$ cat src/rtl/core/rrsp_pkg.sv
// shared types and constants for the reply stream parser
// used by every module under rtl/core; no dependencies
package rrsp_pkg;

  localparam int LENGTH_BITS_DEF = 32;
  localparam int COUNT_BITS_DEF  = 16;
  localparam int QUEUE_DEPTH     = 4;
  localparam int QUEUE_PTR_BITS  = $clog2(QUEUE_DEPTH);

  localparam logic [7:0] CH_CR     = 8'd13;
  localparam logic [7:0] CH_LF     = 8'd10;
  localparam logic [7:0] CH_TAB    = 8'd9;
  localparam logic [7:0] CH_VT     = 8'd11;
  localparam logic [7:0] CH_FF     = 8'd12;
  localparam logic [7:0] CH_SPACE  = 8'h20;
  localparam logic [7:0] CH_STAR   = 8'h2a;
  localparam logic [7:0] CH_DOLLAR = 8'h24;
  localparam logic [7:0] CH_PLUS   = 8'h2b;
  localparam logic [7:0] CH_MINUS  = 8'h2d;
  localparam logic [7:0] CH_COLON  = 8'h3a;
  localparam logic [7:0] CH_ZERO   = 8'h30;
  localparam logic [7:0] CH_NINE   = 8'h39;

  localparam logic [2:0] K_STR = 3'd0;
  localparam logic [2:0] K_INT = 3'd1;
  localparam logic [2:0] K_NIL = 3'd2;
  localparam logic [2:0] K_ARR = 3'd3;
  localparam logic [2:0] K_ERR = 3'd4;

  typedef enum logic [2:0] {
    T_ARRAY,
    T_BULK,
    T_SIMPLE,
    T_INTEGER,
    T_BAD
  } type_code_t;

  typedef struct packed {
    logic [7:0] data;
    logic       first;
    logic       last;
    logic       is_digit;
    logic       is_cr;
    logic       is_lf;
    logic       is_dollar;
    logic       is_minus;
    logic       is_plus;
    logic       is_blank;
    type_code_t tcode;
  } item_t;

  typedef struct packed {
    logic [7:0]  value;
    logic        pvalid;
    logic [15:0] elem;
    logic        eend;
    logic        done;
    logic [2:0]  kind;
  } result_t;

endpackage

$ cat src/rtl/core/resp_reply_stream_parser.sv
// Reply stream parser: takes one reply byte per transfer and delivers one
// byte per cycle sustained while m_tready does not hold the output. A
// classifier front feeds a four-entry queue; the parser core updates its
// state for one byte per cycle and writes at most one result into an output
// register, so throughput is set by that state update.
// Headers saturate at 2^LENGTH_BITS-1 (lengths) and 2^COUNT_BITS-1 (counts).
// depends on rrsp_pkg, rrsp_front, rrsp_queue, rrsp_back
module resp_reply_stream_parser import rrsp_pkg::*; #(
  parameter int LENGTH_BITS = LENGTH_BITS_DEF,
  parameter int COUNT_BITS  = COUNT_BITS_DEF
) (
  input  logic        clk,
  input  logic        rst,
  input  logic        s_tvalid,
  output logic        s_tready,
  input  logic [7:0]  s_tdata,   // data_byte
  input  logic        s_tuser,   // first_byte
  input  logic        s_tlast,   // last_byte
  output logic        m_tvalid,
  input  logic        m_tready,
  output logic [23:0] m_tdata,   // payload_value, element_number
  output logic [4:0]  m_tuser,   // payload_valid, element_end, reply_kind
  output logic        m_tlast    // reply_done
);

  logic    q_full;
  logic    q_push;
  item_t   q_in;
  logic    q_pop;
  logic    q_valid;
  item_t   q_head;
  result_t res;

  rrsp_front u_front (
    .s_tvalid (s_tvalid),
    .s_tready (s_tready),
    .s_tdata  (s_tdata),
    .s_tuser  (s_tuser),
    .s_tlast  (s_tlast),
    .q_full   (q_full),
    .q_push   (q_push),
    .q_item   (q_in)
  );

  rrsp_queue u_queue (
    .clk       (clk),
    .rst       (rst),
    .push      (q_push),
    .push_item (q_in),
    .full      (q_full),
    .pop       (q_pop),
    .valid     (q_valid),
    .head      (q_head)
  );

  rrsp_back #(
    .LENGTH_BITS (LENGTH_BITS),
    .COUNT_BITS  (COUNT_BITS)
  ) u_back (
    .clk     (clk),
    .rst     (rst),
    .q_valid (q_valid),
    .q_item  (q_head),
    .q_pop   (q_pop),
    .m_valid (m_tvalid),
    .m_ready (m_tready),
    .m_res   (res)
  );

  assign m_tdata = {res.elem, res.value};
  assign m_tuser = {res.kind, res.eend, res.pvalid};
  assign m_tlast = res.done;

endmodule

$ cat src/rtl/core/rrsp_front.sv
// input side: accepts bytes and classifies them for the parser core
// depends on rrsp_pkg
module rrsp_front import rrsp_pkg::*; (
  input  logic       s_tvalid,
  output logic       s_tready,
  input  logic [7:0] s_tdata,
  input  logic       s_tuser,
  input  logic       s_tlast,
  input  logic       q_full,
  output logic       q_push,
  output item_t      q_item
);

  logic [7:0] b;

  assign b        = s_tdata;
  assign s_tready = !q_full;
  assign q_push   = s_tvalid && !q_full;

  always_comb begin
    q_item.data      = b;
    q_item.first     = s_tuser;
    q_item.last      = s_tlast;
    q_item.is_digit  = (b >= CH_ZERO) && (b <= CH_NINE);
    q_item.is_cr     = (b == CH_CR);
    q_item.is_lf     = (b == CH_LF);
    q_item.is_dollar = (b == CH_DOLLAR);
    q_item.is_minus  = (b == CH_MINUS);
    q_item.is_plus   = (b == CH_PLUS);
    q_item.is_blank  = (b == CH_SPACE) || (b == CH_TAB) || (b == CH_LF) ||
                       (b == CH_VT) || (b == CH_FF);
    case (b)
      CH_STAR:   q_item.tcode = T_ARRAY;
      CH_DOLLAR: q_item.tcode = T_BULK;
      CH_PLUS:   q_item.tcode = T_SIMPLE;
      CH_MINUS:  q_item.tcode = T_SIMPLE;
      CH_COLON:  q_item.tcode = T_INTEGER;
      default:   q_item.tcode = T_BAD;
    endcase
  end

endmodule

$ cat src/rtl/core/rrsp_queue.sv
// short queue of classified bytes between the front and the parser core
// depends on rrsp_pkg
module rrsp_queue import rrsp_pkg::*; (
  input  logic  clk,
  input  logic  rst,
  input  logic  push,
  input  item_t push_item,
  output logic  full,
  input  logic  pop,
  output logic  valid,
  output item_t head
);

  item_t                     mem [QUEUE_DEPTH];
  logic [QUEUE_PTR_BITS-1:0] wr_ptr;
  logic [QUEUE_PTR_BITS-1:0] rd_ptr;
  logic [QUEUE_PTR_BITS:0]   count;
  logic                      do_push;
  logic                      do_pop;

  assign full    = (count == (QUEUE_PTR_BITS+1)'(QUEUE_DEPTH));
  assign valid   = (count != '0);
  assign head    = mem[rd_ptr];
  assign do_push = push && !full;
  assign do_pop  = pop && valid;

  always_ff @(posedge clk) begin
    if (do_push) begin
      mem[wr_ptr] <= push_item;
    end
  end

  always_ff @(posedge clk) begin
    if (rst) begin
      wr_ptr <= '0;
      rd_ptr <= '0;
      count  <= '0;
    end else begin
      if (do_push) begin
        wr_ptr <= wr_ptr + 1'b1;
      end
      if (do_pop) begin
        rd_ptr <= rd_ptr + 1'b1;
      end
      case ({do_push, do_pop})
        2'b10:   count <= count + 1'b1;
        2'b01:   count <= count - 1'b1;
        default: count <= count;
      endcase
    end
  end

endmodule

$ cat src/rtl/core/rrsp_back.sv
// parser core: reply state machine, header number decode and result register
// depends on rrsp_pkg; fed by rrsp_queue
module rrsp_back import rrsp_pkg::*; #(
  parameter int LENGTH_BITS = LENGTH_BITS_DEF,
  parameter int COUNT_BITS  = COUNT_BITS_DEF
) (
  input  logic    clk,
  input  logic    rst,
  input  logic    q_valid,
  input  item_t   q_item,
  output logic    q_pop,
  output logic    m_valid,
  input  logic    m_ready,
  output result_t m_res
);

  typedef enum logic [3:0] {
    P_IDLE,
    P_LINE,
    P_HDR0,
    P_HDR1,
    P_HDR2,
    P_PAYLOAD,
    P_TRAIL,
    P_ELEM
  } phase_t;

  localparam logic [COUNT_BITS-1:0] CNT_MAX = {COUNT_BITS{1'b1}};

  phase_t                  phase, phase_next;
  logic                    hdr_cnt, hdr_cnt_next;
  logic [2:0]              kind, kind_next;
  logic [LENGTH_BITS-1:0]  acc, acc_next;
  logic                    neg, neg_next;
  logic [LENGTH_BITS-1:0]  bytes_left, bytes_left_next;
  logic [COUNT_BITS-1:0]   total, total_next;
  logic [COUNT_BITS-1:0]   seen, seen_next;
  logic                    held_cr, held_cr_next;
  logic [7:0]              held_byte, held_byte_next;
  logic                    held_valid, held_valid_next;
  logic                    take;
  logic                    res_valid;
  result_t                 res;
  logic [LENGTH_BITS+3:0]  acc_x10;
  logic [LENGTH_BITS-1:0]  acc_digit;

  assign take  = q_valid && (!m_valid || m_ready);
  assign q_pop = take;

  // decimal accumulate with saturation
  always_comb begin
    acc_x10 = ({4'b0, acc} << 3) + ({4'b0, acc} << 1) +
              (LENGTH_BITS+4)'(q_item.data[3:0]);
    if (acc_x10[LENGTH_BITS+3 -: 4] != 4'b0) begin
      acc_digit = {LENGTH_BITS{1'b1}};
    end else begin
      acc_digit = acc_x10[LENGTH_BITS-1:0];
    end
  end

  always_comb begin
    logic                   ended;
    logic                   hdr_done;
    logic                   is_arr;
    logic [LENGTH_BITS-1:0] bl;
    logic [COUNT_BITS-1:0]  seen_inc;
    logic [15:0]            idx;

    phase_next      = phase;
    hdr_cnt_next    = hdr_cnt;
    kind_next       = kind;
    acc_next        = acc;
    neg_next        = neg;
    bytes_left_next = bytes_left;
    total_next      = total;
    seen_next       = seen;
    held_cr_next    = held_cr;
    held_byte_next  = held_byte;
    held_valid_next = held_valid;
    res_valid       = 1'b0;
    res             = '0;
    ended           = 1'b0;
    hdr_done        = 1'b0;
    is_arr          = (kind == K_ARR);
    bl              = bytes_left - 1'b1;
    seen_inc        = seen + 1'b1;
    idx             = is_arr ? 16'(seen) : 16'd0;

    if (take) begin
      if (q_item.first) begin
        phase_next      = P_IDLE;
        hdr_cnt_next    = 1'b0;
        kind_next       = K_STR;
        acc_next        = '0;
        neg_next        = 1'b0;
        bytes_left_next = '0;
        total_next      = '0;
        seen_next       = '0;
        held_cr_next    = 1'b0;
        held_byte_next  = '0;
        held_valid_next = 1'b0;
        case (q_item.tcode)
          T_ARRAY: begin
            phase_next   = P_HDR0;
            hdr_cnt_next = 1'b1;
            kind_next    = K_ARR;
          end
          T_BULK: begin
            phase_next = P_HDR0;
          end
          T_SIMPLE: begin
            phase_next = P_LINE;
          end
          T_INTEGER: begin
            phase_next = P_LINE;
            kind_next  = K_INT;
          end
          default: begin
            res_valid  = 1'b1;
            res.done   = 1'b1;
            res.kind   = K_ERR;
            ended      = 1'b1;
          end
        endcase
      end else begin
        case (phase)
          P_LINE: begin
            if (held_valid && held_cr && q_item.is_lf) begin
              held_valid_next = 1'b0;
              held_cr_next    = 1'b0;
              res_valid       = 1'b1;
              res.eend        = 1'b1;
              res.done        = 1'b1;
              res.kind        = kind;
              phase_next      = P_IDLE;
              ended           = 1'b1;
            end else begin
              if (held_valid) begin
                res_valid  = 1'b1;
                res.value  = held_byte;
                res.pvalid = 1'b1;
              end
              held_byte_next  = q_item.data;
              held_valid_next = 1'b1;
              held_cr_next    = q_item.is_cr;
            end
          end
          P_HDR0, P_HDR1, P_HDR2: begin
            if (held_cr && q_item.is_lf) begin
              held_cr_next = 1'b0;
              hdr_done     = 1'b1;
            end else begin
              held_cr_next = 1'b0;
              if (q_item.is_cr) begin
                held_cr_next = 1'b1;
                if (phase == P_HDR1) begin
                  phase_next = P_HDR2;
                end
              end else if (phase == P_HDR0) begin
                if (q_item.is_digit) begin
                  acc_next   = acc_digit;
                  phase_next = P_HDR1;
                end else if (q_item.is_minus) begin
                  neg_next   = 1'b1;
                  phase_next = P_HDR1;
                end else if (q_item.is_plus) begin
                  phase_next = P_HDR1;
                end else if (!q_item.is_blank) begin
                  phase_next = P_HDR2;
                end
              end else if (phase == P_HDR1) begin
                if (q_item.is_digit) begin
                  acc_next = acc_digit;
                end else begin
                  phase_next = P_HDR2;
                end
              end
            end
            if (hdr_done) begin
              if (hdr_cnt) begin
                if (neg && acc != '0) begin
                  res_valid = 1'b1;
                  res.done  = 1'b1;
                  res.kind  = K_ERR;
                  ended     = 1'b1;
                end else if (acc == '0) begin
                  res_valid = 1'b1;
                  res.done  = 1'b1;
                  res.kind  = K_NIL;
                  ended     = 1'b1;
                end else begin
                  if ((acc >> COUNT_BITS) != '0) begin
                    total_next = CNT_MAX;
                  end else begin
                    total_next = COUNT_BITS'(acc);
                  end
                  seen_next  = '0;
                  phase_next = P_ELEM;
                end
              end else if (is_arr && (neg || acc == '0)) begin
                res_valid = 1'b1;
                res.done  = 1'b1;
                res.kind  = K_ERR;
                ended     = 1'b1;
              end else if (!is_arr && (acc == '0 || (neg && acc == LENGTH_BITS'(1)))) begin
                res_valid = 1'b1;
                res.done  = 1'b1;
                res.kind  = K_NIL;
                ended     = 1'b1;
              end else if (neg) begin
                res_valid = 1'b1;
                res.done  = 1'b1;
                res.kind  = K_ERR;
                ended     = 1'b1;
              end else begin
                bytes_left_next = acc;
                phase_next      = P_PAYLOAD;
              end
            end
          end
          P_PAYLOAD: begin
            bytes_left_next = bl;
            res_valid       = 1'b1;
            res.value       = q_item.data;
            res.pvalid      = 1'b1;
            res.elem        = idx;
            if (bl == '0) begin
              res.eend = 1'b1;
              if (!is_arr) begin
                res.done = 1'b1;
                res.kind = K_STR;
                ended    = 1'b1;
              end else begin
                seen_next = seen_inc;
                if (seen_inc >= total) begin
                  res.done = 1'b1;
                  res.kind = K_ARR;
                  ended    = 1'b1;
                end else begin
                  bytes_left_next = LENGTH_BITS'(2);
                  phase_next      = P_TRAIL;
                end
              end
            end
          end
          P_TRAIL: begin
            bytes_left_next = bl;
            if (bl == '0) begin
              phase_next = P_ELEM;
            end
          end
          P_ELEM: begin
            if (!q_item.is_dollar) begin
              res_valid = 1'b1;
              res.done  = 1'b1;
              res.kind  = K_ERR;
              ended     = 1'b1;
            end else begin
              acc_next     = '0;
              neg_next     = 1'b0;
              held_cr_next = 1'b0;
              hdr_cnt_next = 1'b0;
              phase_next   = P_HDR0;
            end
          end
          default: begin
          end
        endcase
      end
      if (ended) begin
        phase_next = P_IDLE;
      end else if (q_item.last && phase_next != P_IDLE) begin
        // buffer ran out before the reply closed
        res_valid  = 1'b1;
        res        = '0;
        res.done   = 1'b1;
        res.kind   = K_ERR;
        phase_next = P_IDLE;
      end
    end
  end

  always_ff @(posedge clk) begin
    if (rst) begin
      phase      <= P_IDLE;
      hdr_cnt    <= 1'b0;
      kind       <= K_STR;
      acc        <= '0;
      neg        <= 1'b0;
      bytes_left <= '0;
      total      <= '0;
      seen       <= '0;
      held_cr    <= 1'b0;
      held_byte  <= '0;
      held_valid <= 1'b0;
      m_valid    <= 1'b0;
      m_res      <= '0;
    end else begin
      phase      <= phase_next;
      hdr_cnt    <= hdr_cnt_next;
      kind       <= kind_next;
      acc        <= acc_next;
      neg        <= neg_next;
      bytes_left <= bytes_left_next;
      total      <= total_next;
      seen       <= seen_next;
      held_cr    <= held_cr_next;
      held_byte  <= held_byte_next;
      held_valid <= held_valid_next;
      if (take && res_valid) begin
        m_valid <= 1'b1;
        m_res   <= res;
      end else if (m_ready) begin
        m_valid <= 1'b0;
      end
    end
  end

  a_done_goes_idle: assert property (@(posedge clk) disable iff (rst)
    take && res_valid && res.done |=> phase == P_IDLE)
    else $error("reply finished but parser not idle");

  a_payload_phase: assert property (@(posedge clk) disable iff (rst)
    take && res_valid && res.pvalid |-> (phase == P_LINE || phase == P_PAYLOAD))
    else $error("content byte outside a content phase");

  a_elem_in_range: assert property (@(posedge clk) disable iff (rst)
    phase == P_PAYLOAD && kind == K_ARR |-> seen < total)
    else $error("element index past array count");

  a_kind_only_done: assert property (@(posedge clk) disable iff (rst)
    take && res_valid && !res.done |-> res.kind == K_STR)
    else $error("reply kind set without completion");

  a_pop_needs_room: assert property (@(posedge clk) disable iff (rst)
    q_pop |-> q_valid && (!m_valid || m_ready))
    else $error("queue popped without space in result register");

endmodule
$ cat config.mk
export PLATFORM = sky130hd
export DESIGN_NAME = resp_reply_stream_parser
export DESIGN_NICKNAME = d
export VERILOG_FILES = /design/src/rtl/core/rrsp_pkg.sv /design/src/rtl/core/resp_reply_stream_parser.sv /design/src/rtl/core/rrsp_front.sv /design/src/rtl/core/rrsp_queue.sv /design/src/rtl/core/rrsp_back.sv
export SDC_FILE = /design/constraint.sdc
export NUM_CORES = 1
export LEC_CHECK = 0
export BUFFER_PORTS_ARGS = -buffer_cell sky130_fd_sc_hd__buf_4
export CORE_MARGIN = 3
export CORE_UTILIZATION = 65
export CTS_BUF_LIST = sky130_fd_sc_hd__clkbuf_8
export CTS_CLUSTER_DIAMETER = 100
export CTS_CLUSTER_SIZE = 25
export DETAILED_ROUTE_END_ITERATION = 8
export GPL_ROUTABILITY_DRIVEN = 0
export PLACE_DENSITY = 0.91
export SLEW_MARGIN = 10
export SYNTH_ARGS = -nofsm -noshare
export SYNTH_HDL_FRONTEND = slang
export SYNTH_SLANG_ARGS = --single-unit
$ cat constraint.sdc
create_clock -name clk -period 12.2 [get_ports clk]
set_clock_uncertainty 0.15 [all_clocks]
set_input_delay 1.22 -clock clk [delete_from_list [all_inputs] [get_ports clk]]
set_output_delay 1.22 -clock clk [all_outputs]
set_load 0.02 [all_outputs]
==> out/results.txt <==
# hold bufs at CTS = 0
Clock Path Buffers = 3
Pleak = 0.00558 uW
Worst IR Drop VDD = 0.160 mV
Total grt overflow = 0
Clk_lat worst skew = 0.54 ns
Inserted Clock Buffers = 13
Worst-Margin Slew = 1.11 ns
CTS tree = built
Worst Path Max Fanout = 28
Post-layout nets = 1540
Outcome = completed
Area Overhead vs Synth = 5.00%
Register area share after synthesis = 0.408
Row count = 52
Initial core utilization = 0.663
DR vias/cell = 6.72
Antenna Cells = 0
Required time worst endpoint = 12.54 ns
Global Route Usage Sum = 0.291
Setup Fix Bufs, Post-CTS = 0
Period utilization = 0.460
Wire per inst = 19.2 um
Post_cts resized = 0
Layout cells sized above 1 = 0.0917
Core area = 20300 um^2
Synth Instances = 1446
Core Util, Final = 0.696
Max-Cap Viols = 0
Highest Clock Rate = 0.178 GHz
Die span in x = 150 um
Relative slew slack = 0.259
Hold Crit Class = reg -> reg
Crit path kind = reg -> reg
Hold Fails Final Rpt = 0
Mapped Nets = 1550
Final setup TNS = 0 ns
Pin count of the biggest net entering global routing = 86
IO buf count = 45
Routed via count = 11500
Die Ht = 150 um
CP Launch Type = register
Die ar. = 22500 um^2
ANT nets after route = 0
Synth Cell Area = 13500 um^2
Fin crit period = 5.62 ns
First-pass GRT wire length = 54200 um
Most common cell after layout, fill and taps aside = dfxtp_1
Commonest non-fill, non-tap cells in the layout = dfxtp_1, nor2_1, nand2_1
Post-synth EDFFs = 80
Synth cell types = 81
Max Slew Vio Count = 0
CTS H-tree lvls = 1
Synth Flop Type = dfxtp_1
CP Capture Type = register
Vias in the first global route = 10900
I/O pins = 46
Pwr dens = 125 nW/um^2
Clock root buffer = clkbuf_8
Initial DRT Pass Iterations = 6
CTS Sinks = 234
Initial antenna violation count = 0
Unrepaired setup endpoints after global routing = false
Iter 0 DRT Violations = 1398
Crit path DAT = 5.95 ns
Number of synthesized register bits = 234
Endpoints failing setup = 0
DP Wirelength = 23000 um
Synth Warn # = 0
Clk slew on worst S/H paths = 0.15 ns
DRT Wirelength = 32900 um
Avg Cell Area, Syn = 9.31 um^2
Synth async-reset ratio = 0
DRC Markers = 0
==> stage by stage <==
stage                     hold slack, ns  power (uW)  worst slack, ns  instance area (um^2)  std cells
after global routing               0.337        1840             6.22                 14100       1709
after global placement             0.291        1400             6.79                 13900       1691
final                              0.312        1770             6.58                 14100       1709
after floorplan                    0.282        1270             7.00                 13500       1446
after CTS                          0.314        1760             6.60                 14100       1709
after detailed placement           0.295        1420             6.64                 13900       1691
==> report_power, final <==
group | switching [uW] | leakage (uW) | internal (uW) | total (uW)
clock | 238 | 0.000124 | 110 | 348
sequential | 43.1 | 0.00199 | 854 | 897
combinational | 349 | 0.00346 | 172 | 520
==> critical path: stages, from the launching register on <==
cell and delay (ns):
dfxtp_1 0.61, buf_4 0.39, mux4_2 0.63, fa_1 0.55
fa_1 0.48, a21oi_1 0.23, o21a_1 0.19, o31ai_1 0.12
a221oi_1 0.63, o2111ai_1 0.21, o211ai_1 0.17, o311a_1 0.95
a221o_1 0.23
==> layer usage <==
metal  GRT usage  wire length [um]  vias to the layer above
met5           0                 0                        -
met4       0.115              1100                        0
met3      0.0376              2730                       96
met2       0.465             15500                      584
met1       0.403             13500                     5461
li1            -                 -                     5347
==> cells by family after synthesis <==
logic type               count (synthesis)  share of synthesized area
flip-flops                             234                      0.408
AND/OR/NAND/NOR                        492                      0.184
XOR/XNOR                                66                     0.0435
multiplexers                            25                     0.0364
adder cells (fa/ha/maj)                 90                     0.0853
AO/OA/AOI/OAI                          415                      0.206
buffers and inverters                  124                     0.0380
==> synthesized netlist by cell type, types with 18 or more instances <==
| cell | number | area [um^2] |
|---|---|---|
| o21ai_1 | 18 | 90.1 |
| nand3b_1 | 41 | 308 |
| nor3_1 | 37 | 185 |
| nand3_1 | 36 | 180 |
| nor4_1 | 21 | 131 |
| xnor2_1 | 34 | 298 |
| edfxtp_1 | 80 | 2400 |
| o21ai_0 | 89 | 445 |
| a21oi_1 | 106 | 531 |
| a22oi_1 | 44 | 330 |
| nand2_1 | 128 | 480 |
| xor2_1 | 31 | 272 |
| ha_1 | 87 | 1090 |
| dfxtp_1 | 154 | 3080 |
| nor2_1 | 135 | 507 |
| o31ai_1 | 21 | 158 |
| and3_1 | 19 | 119 |
| clkbuf_1 | 65 | 244 |
| mux4_2 | 19 | 428 |
| a21o_1 | 23 | 173 |
| a221o_1 | 28 | 280 |
| inv_1 | 41 | 154 |
==> registers in the layout (all words and copies together) (netlist names), named ones only <==
register           count
u_queue.count          3
u_back.bytes_left     32
u_back.neg             1
u_queue.rd_ptr         2
u_back.held_byte       8
u_back.held_valid      1
u_back.total          16
u_queue.mem           80
u_queue.wr_ptr         2
u_back.m_res          30
u_back.m_valid         1
u_back.seen           16
u_back.kind            2
u_back.held_cr         1
u_back.phase           4
u_back.acc            32
u_back.hdr_cnt         1
==> path summary, 6_finish.rpt <==
path	slack, ns	end	cells after the start	start
min	0.31	u_back.total[5]	2	u_back.total[5]
max reg2reg	6.58	u_back.acc[14]	12	register
max	6.58	u_back.acc[14]	12	register
min reg2reg	0.31	u_back.total[5]	2	u_back.total[5]
==> area by class of cell <==
cell class	instances	area (um^2)
sequential	234	5490
fill	1471	6170
clock inverter	4	27.5
timing repair buffer	58	435
multi-input combinational	1088	7500
inverter	41	154
tap	270	338
clock buffer	14	193
Note: power is estimated with default switching activity, not from simulation.
